<file path="config.mk">
export PLATFORM = sky130hd
export DESIGN_NAME = sha384_ctrl
export DESIGN_NICKNAME = d
export VERILOG_FILES = /design/src/sv/sha384_pkg.sv /design/src/sv/sha384_ctrl.sv
export SDC_FILE = /design/constraint.sdc
export NUM_CORES = 1
export LEC_CHECK = 0
export BUFFER_PORTS_ARGS = -buffer_cell sky130_fd_sc_hd__buf_4
export CORE_MARGIN = 2
export CORE_UTILIZATION = 53
export DETAILED_ROUTE_END_ITERATION = 8
export GPL_ROUTABILITY_DRIVEN = 0
export PLACE_DENSITY = 0.78
export SLEW_MARGIN = 5
export SYNTH_ARGS = -nofsm -noshare
export SYNTH_HDL_FRONTEND = slang
export SYNTH_SLANG_ARGS = --single-unit
</file>
<file path="constraint.sdc">
create_clock -name clk_i -period 3.1 [get_ports clk_i]
set_input_delay 0.155 -clock clk_i [delete_from_list [all_inputs] [get_ports clk_i]]
set_output_delay 0.155 -clock clk_i [all_outputs]
set_load 0.005 [all_outputs]
</file>
<file path="src/sv/sha384_pkg.sv">
package sha384_pkg;

  localparam int unsigned WordW = 64;
  localparam int unsigned DigestWords = 6;

  typedef logic [WordW-1:0] word_t;

  // Commands from the controller to the datapath
  typedef struct packed {
    logic store_word;   // write the accepted word into the block buffer
    logic init_vars;    // load working variables from the chaining words
    logic do_round;     // run one compression round
    logic add_chain;    // fold working variables into the chaining words
    logic pad_tail;     // write the 0x80 marker and clear the rest
    logic clear_low;    // clear words 0..13 for a second final block
    logic put_length;   // write the bit length into words 14 and 15
    logic restart;      // reload initial hash, clear counters
    logic shift_digest; // move the next digest word forward
  } sha_cmd_t;

  // Status from the datapath to the controller
  typedef struct packed {
    logic block_full;   // buffer reaches 128 bytes with this word
    logic is_final;     // accepted word ends the message
    logic pad_two;      // tail needs a second block
    logic last_round;   // round 79 is running
  } sha_sts_t;

  function automatic word_t rotr(input word_t x, input int unsigned n);
    rotr = (x >> n) | (x << (WordW - n));
  endfunction

  function automatic word_t round_const(input logic [6:0] idx);
    word_t k;
    case (idx)
      7'd0: k = 64'h428A2F98D728AE22; 7'd1: k = 64'h7137449123EF65CD;
      7'd2: k = 64'hB5C0FBCFEC4D3B2F; 7'd3: k = 64'hE9B5DBA58189DBBC;
      7'd4: k = 64'h3956C25BF348B538; 7'd5: k = 64'h59F111F1B605D019;
      7'd6: k = 64'h923F82A4AF194F9B; 7'd7: k = 64'hAB1C5ED5DA6D8118;
      7'd8: k = 64'hD807AA98A3030242; 7'd9: k = 64'h12835B0145706FBE;
      7'd10: k = 64'h243185BE4EE4B28C; 7'd11: k = 64'h550C7DC3D5FFB4E2;
      7'd12: k = 64'h72BE5D74F27B896F; 7'd13: k = 64'h80DEB1FE3B1696B1;
      7'd14: k = 64'h9BDC06A725C71235; 7'd15: k = 64'hC19BF174CF692694;
      7'd16: k = 64'hE49B69C19EF14AD2; 7'd17: k = 64'hEFBE4786384F25E3;
      7'd18: k = 64'h0FC19DC68B8CD5B5; 7'd19: k = 64'h240CA1CC77AC9C65;
      7'd20: k = 64'h2DE92C6F592B0275; 7'd21: k = 64'h4A7484AA6EA6E483;
      7'd22: k = 64'h5CB0A9DCBD41FBD4; 7'd23: k = 64'h76F988DA831153B5;
      7'd24: k = 64'h983E5152EE66DFAB; 7'd25: k = 64'hA831C66D2DB43210;
      7'd26: k = 64'hB00327C898FB213F; 7'd27: k = 64'hBF597FC7BEEF0EE4;
      7'd28: k = 64'hC6E00BF33DA88FC2; 7'd29: k = 64'hD5A79147930AA725;
      7'd30: k = 64'h06CA6351E003826F; 7'd31: k = 64'h142929670A0E6E70;
      7'd32: k = 64'h27B70A8546D22FFC; 7'd33: k = 64'h2E1B21385C26C926;
      7'd34: k = 64'h4D2C6DFC5AC42AED; 7'd35: k = 64'h53380D139D95B3DF;
      7'd36: k = 64'h650A73548BAF63DE; 7'd37: k = 64'h766A0ABB3C77B2A8;
      7'd38: k = 64'h81C2C92E47EDAEE6; 7'd39: k = 64'h92722C851482353B;
      7'd40: k = 64'hA2BFE8A14CF10364; 7'd41: k = 64'hA81A664BBC423001;
      7'd42: k = 64'hC24B8B70D0F89791; 7'd43: k = 64'hC76C51A30654BE30;
      7'd44: k = 64'hD192E819D6EF5218; 7'd45: k = 64'hD69906245565A910;
      7'd46: k = 64'hF40E35855771202A; 7'd47: k = 64'h106AA07032BBD1B8;
      7'd48: k = 64'h19A4C116B8D2D0C8; 7'd49: k = 64'h1E376C085141AB53;
      7'd50: k = 64'h2748774CDF8EEB99; 7'd51: k = 64'h34B0BCB5E19B48A8;
      7'd52: k = 64'h391C0CB3C5C95A63; 7'd53: k = 64'h4ED8AA4AE3418ACB;
      7'd54: k = 64'h5B9CCA4F7763E373; 7'd55: k = 64'h682E6FF3D6B2B8A3;
      7'd56: k = 64'h748F82EE5DEFB2FC; 7'd57: k = 64'h78A5636F43172F60;
      7'd58: k = 64'h84C87814A1F0AB72; 7'd59: k = 64'h8CC702081A6439EC;
      7'd60: k = 64'h90BEFFFA23631E28; 7'd61: k = 64'hA4506CEBDE82BDE9;
      7'd62: k = 64'hBEF9A3F7B2C67915; 7'd63: k = 64'hC67178F2E372532B;
      7'd64: k = 64'hCA273ECEEA26619C; 7'd65: k = 64'hD186B8C721C0C207;
      7'd66: k = 64'hEADA7DD6CDE0EB1E; 7'd67: k = 64'hF57D4F7FEE6ED178;
      7'd68: k = 64'h06F067AA72176FBA; 7'd69: k = 64'h0A637DC5A2C898A6;
      7'd70: k = 64'h113F9804BEF90DAE; 7'd71: k = 64'h1B710B35131C471B;
      7'd72: k = 64'h28DB77F523047D84; 7'd73: k = 64'h32CAAB7B40C72493;
      7'd74: k = 64'h3C9EBE0A15C9BEBC; 7'd75: k = 64'h431D67C49C100D4C;
      7'd76: k = 64'h4CC5D4BECB3E42B6; 7'd77: k = 64'h597F299CFC657E2A;
      7'd78: k = 64'h5FCB6FAB3AD6FAEC; 7'd79: k = 64'h6C44198C4A475817;
      default: k = '0;
    endcase
    round_const = k;
  endfunction

  function automatic word_t init_hash(input logic [2:0] idx);
    word_t h;
    case (idx)
      3'd0: h = 64'hCBBB9D5DC1059ED8; 3'd1: h = 64'h629A292A367CD507;
      3'd2: h = 64'h9159015A3070DD17; 3'd3: h = 64'h152FECD8F70E5939;
      3'd4: h = 64'h67332667FFC00B31; 3'd5: h = 64'h8EB44A8768581511;
      3'd6: h = 64'hDB0C2E0D64F98FA7; default: h = 64'h47B5481DBEFA4FA4;
    endcase
    init_hash = h;
  endfunction

endpackage

</file>
<file path="src/sv/sha384_ctrl.sv">
module sha384_ctrl
  import sha384_pkg::*;
(
  input  logic     clk_i,
  input  logic     rst_ni,
  input  logic     in_valid_i,
  output logic     in_ready_o,
  output logic     out_valid_o,
  input  logic     out_ready_i,
  output logic     out_last_o,
  input  sha_sts_t sts_i,
  output sha_cmd_t cmd_o
);

  typedef enum logic [3:0] {
    S_IDLE, S_INIT, S_ROUND, S_ADD, S_PAD, S_INIT2, S_ROUND2, S_ADD2,
    S_CLR, S_LEN, S_INIT3, S_ROUND3, S_ADD3, S_OUT
  } state_e;

  state_e     state_q, state_d;
  logic       final_q, final_d;
  logic [2:0] cnt_q, cnt_d;

  // Next state and datapath commands
  always_comb begin
    state_d = state_q;
    final_d = final_q;
    cnt_d   = cnt_q;
    cmd_o   = '0;
    unique case (state_q)
      S_IDLE: begin
        if (in_valid_i) begin
          cmd_o.store_word = 1'b1;
          final_d = sts_i.is_final;
          if (sts_i.block_full) state_d = S_INIT;
          else if (sts_i.is_final) state_d = S_PAD;
        end
      end
      S_INIT: begin
        cmd_o.init_vars = 1'b1;
        state_d = S_ROUND;
      end
      S_ROUND: begin
        cmd_o.do_round = 1'b1;
        if (sts_i.last_round) state_d = S_ADD;
      end
      S_ADD: begin
        cmd_o.add_chain = 1'b1;
        state_d = final_q ? S_PAD : S_IDLE;
      end
      S_PAD: begin
        cmd_o.pad_tail = 1'b1;
        state_d = sts_i.pad_two ? S_INIT2 : S_LEN;
      end
      S_INIT2: begin
        cmd_o.init_vars = 1'b1;
        state_d = S_ROUND2;
      end
      S_ROUND2: begin
        cmd_o.do_round = 1'b1;
        if (sts_i.last_round) state_d = S_ADD2;
      end
      S_ADD2: begin
        cmd_o.add_chain = 1'b1;
        state_d = S_CLR;
      end
      S_CLR: begin
        cmd_o.clear_low = 1'b1;
        state_d = S_LEN;
      end
      S_LEN: begin
        cmd_o.put_length = 1'b1;
        state_d = S_INIT3;
      end
      S_INIT3: begin
        cmd_o.init_vars = 1'b1;
        state_d = S_ROUND3;
      end
      S_ROUND3: begin
        cmd_o.do_round = 1'b1;
        if (sts_i.last_round) state_d = S_ADD3;
      end
      S_ADD3: begin
        cmd_o.add_chain = 1'b1;
        cnt_d = '0;
        state_d = S_OUT;
      end
      S_OUT: begin
        if (out_ready_i) begin
          cmd_o.shift_digest = 1'b1;
          cnt_d = cnt_q + 3'd1;
          if (cnt_q == 3'(DigestWords - 1)) begin
            cmd_o.restart = 1'b1;
            final_d = 1'b0;
            state_d = S_IDLE;
          end
        end
      end
      default: state_d = S_IDLE;
    endcase
  end

  assign in_ready_o  = (state_q == S_IDLE);
  assign out_valid_o = (state_q == S_OUT);
  assign out_last_o  = (cnt_q == 3'(DigestWords - 1));

  // Hold state
  always_ff @(posedge clk_i or negedge rst_ni) begin
    if (!rst_ni) begin
      state_q <= S_IDLE;
      final_q <= 1'b0;
      cnt_q   <= '0;
    end else begin
      state_q <= state_d;
      final_q <= final_d;
      cnt_q   <= cnt_d;
    end
  end

endmodule

</file>
==> flow_summary.toml <==
[yosys]
yosysWarningCount = 0
synth-seq-area-share_pct = 28.6
ys_types = 39
syn_area_sq_um = 699
ys_ff_latch = 8
synth_area_leaders = "dfrtp_1 (29%), nand2_1 (5.9%), buf_6 (4.8%), o21ai_0 (4.3%), a2111oi_4 (3.9%)"
synth_top_area_share_pct = 28.6
syn_inst = 79
netlist.top_cell.by_area = "dfrtp_1"
synth_fp_nets = 89
synth.avg_cell_area_sq_um = 8.85

[timing]
maxSlewHeadroom_pct = 64.7
setup_viol = 0
period_share_pct = 59.2
layout_min_cycle_time_ns = 1.84
rsz0062_at_grt = "no"
skew_ns = 0.00897
worst_pin_slew_ns = 0.529
fin_setup_tns_ns = 0
fmax_ghz = 0.545
slew_viol_final = 0
final-hold-violation-count = 0

[clock_network]
insertion_delay_ns = 0.26
cts_resized = 0
htreeDepth = 1
root_buffer = "clkbuf_4"
path_clk_slew_ns = 0.06
cts.sinks = 8
clk_path_buf_depth = 2
tritoncts = "built"
numCtsBuffers = 3

[worst_setup_path]
worstPathRequired_ns = 3.24
path_class = "reg2reg"
path_max_fanout = 18
reg2reg_depth = 4
arrival_ns = 1.97
r2r_setup_slack_ns = 1.26
worstSetupStartpointType = "flip-flop"
endpoint_kind = "flip-flop"

[drt]
routed-via-count = 634
wirelength_um = 1520
drc = 0
drtAntennaViolNets = 0
viasPerCell = 5.71
firstDrtPassIters = 4
drtIter0Drc = 11
wl_per_cell_um = 13.6

[global_routing]
grt_max_degree = 19
antenna_found_initial = 0
grt_first_pass_wirelength_um = 2270
grt_pass1_vias = 525
grt_remaining_overflow = 0
grt_usage_pct = 21.8

[worst_hold_path]
holdPathStages = 3
hold_class = "in2reg"

[pwr]
p_int_mw = 0.422
p_per_area_nw_per_um2 = 952
p_comb_share_pct = 56.9
ir_worst_vdd_mv = 0.547
p_switching_mw = 0.373
p_leak_nw = 0.375
clkPwrFrac_pct = 10.1
sw_frac_of_total_pct = 46.9
seq_power_share_pct = 33.0

[layout]
nets = 108
n_antenna_cell = 0
area_growth_pct = 19.5
layout-drive-gt1-share_pct = 33.3
post-route-cell-area_sq_um = 836

[placed_design]
portBuffers = 19
place_area_sq_um = 803
dpl.hpwl_um = 1150

[die]
start_util_pct = 55.1
fp.dieW_um = 40.3
ios = 20
rows = 13
dieArea_sq_um = 1630
die_h_um = 40.3
core_region_area_sq_um = 1270

[run_status]
status = "finished, final reports clean"

[flow_run]
cap_violations = 0
## worst paths after layout
kind                                  from         end
worst max-delay path            state_q[3]  state_q[1]
worst min-delay path              sts_i[2]     final_q
worst max register to register  state_q[3]  state_q[1]
worst min register to register     final_q     final_q
max in group asynchronous           rst_ni  state_q[3]
min in group asynchronous           rst_ni     final_q
## metal layers
metal,wire length [um],vias to the layer above,GRT usage [%]
met5,0,-,0
met4,14,0,15.0
met3,51,2,3.33
met2,804,13,36.1
met1,645,295,25.4
li1,-,324,-
## cells in the mapped netlist (all sizes together)
cell type,number
nand2,11
dfrtp,8
nor2,6
o21ai,6
buf,5
a21oi,4
inv,4
o22ai,4
nor3,3
and2,2
ha,2
mux2i,2
or4,2
a2111oi,1
a211oi,1
a21o,1
a22o,1
a31o,1
a41oi,1
and3,1
and4b,1
clkbuf,1
nand2b,1
nand3b,1
nand4b,1
nor2b,1
nor3b,1
nor4,1
o211ai,1
o31ai,1
o32a,1
o41a,1
or2,1
## through the flow
| stage | hold WS [ns] | utilization [%] | cells | setup slack, ns | total power [mW] |
|---|---|---|---|---|---|
| CTS | 0.158 | 65.9 | 111 | 1.28 | 0.802 |
| global route | 0.180 | 65.9 | 111 | 1.12 | 0.872 |
| global placement | -0.0214 | 63.3 | 107 | 1.34 | 0.707 |
| finish | 0.166 | 65.9 | 111 | 1.26 | 0.796 |
| floorplan | -0.141 | - | 79 | 1.48 | 0.616 |
| detailed placement | -0.0166 | 63.3 | 107 | 1.27 | 0.716 |
## sequential cells by signal (all words and copies together), names as in the netlist
| signal | flops |
|---|---|
| state_q | 4 |
| cnt_q | 3 |
| final_q | 1 |
## placed cells by master, fill, tap and decap left out, types with 2 or more instances in the layout
master,count
inv_1,4
nor2_1,6
a21oi_1,3
clkbuf_4,3
dfrtp_1,8
o22ai_1,4
nor3_1,2
buf_4,19
ha_1,2
mux2i_1,2
nand2_1,11
o21ai_0,6
## cell families (layout without fill, tap and decap cells)
family                   Yosys count  count (layout)  share of synthesized area [%]
multiplexers                       2               2                           2.86
buffers and inverters             10              27                           10.4
flip-flops                         8               8                           28.6
adder cells (fa/ha/maj)            2               2                           3.58
AO/OA/AOI/OAI                     24              24                           27.4
AND/OR/NAND/NOR                   33              33                           27.2
## power groups by stage
| stage | Combinational [mW] | Clock [mW] | Sequential (mW) |
|---|---|---|---|
| floorplan | 0.430 | 0 | 0.186 |
| global placement | 0.449 | 0 | 0.258 |
| detailed placement | 0.454 | 0 | 0.262 |
| CTS | 0.458 | 0.0857 | 0.259 |
| global route | 0.508 | 0.0895 | 0.275 |
| finish | 0.453 | 0.0805 | 0.263 |
## critical path, stage by stage, from the launching register on
cell and delay (ns):
dfrtp_1 0.67, nand2b_1 0.25, a2111oi_4 0.46, nor3_2 0.12
a31o_1 0.22
## what timing repair did
item	in CTS	in global routing
buffers inserted	0	0
endpoints found under the hold margin	8	0
hold buffers	1	0
## layout make-up
class | instances | area, sq um
multi-input cells | 61 | 427
fillers | 115 | 433
flip-flops and latches | 8 | 200
repair buffers | 20 | 153
well taps | 15 | 18.8
inverters | 4 | 15.0
clock buffers | 3 | 22.5
No activity file was read; power rests on OpenSTA's default activity.
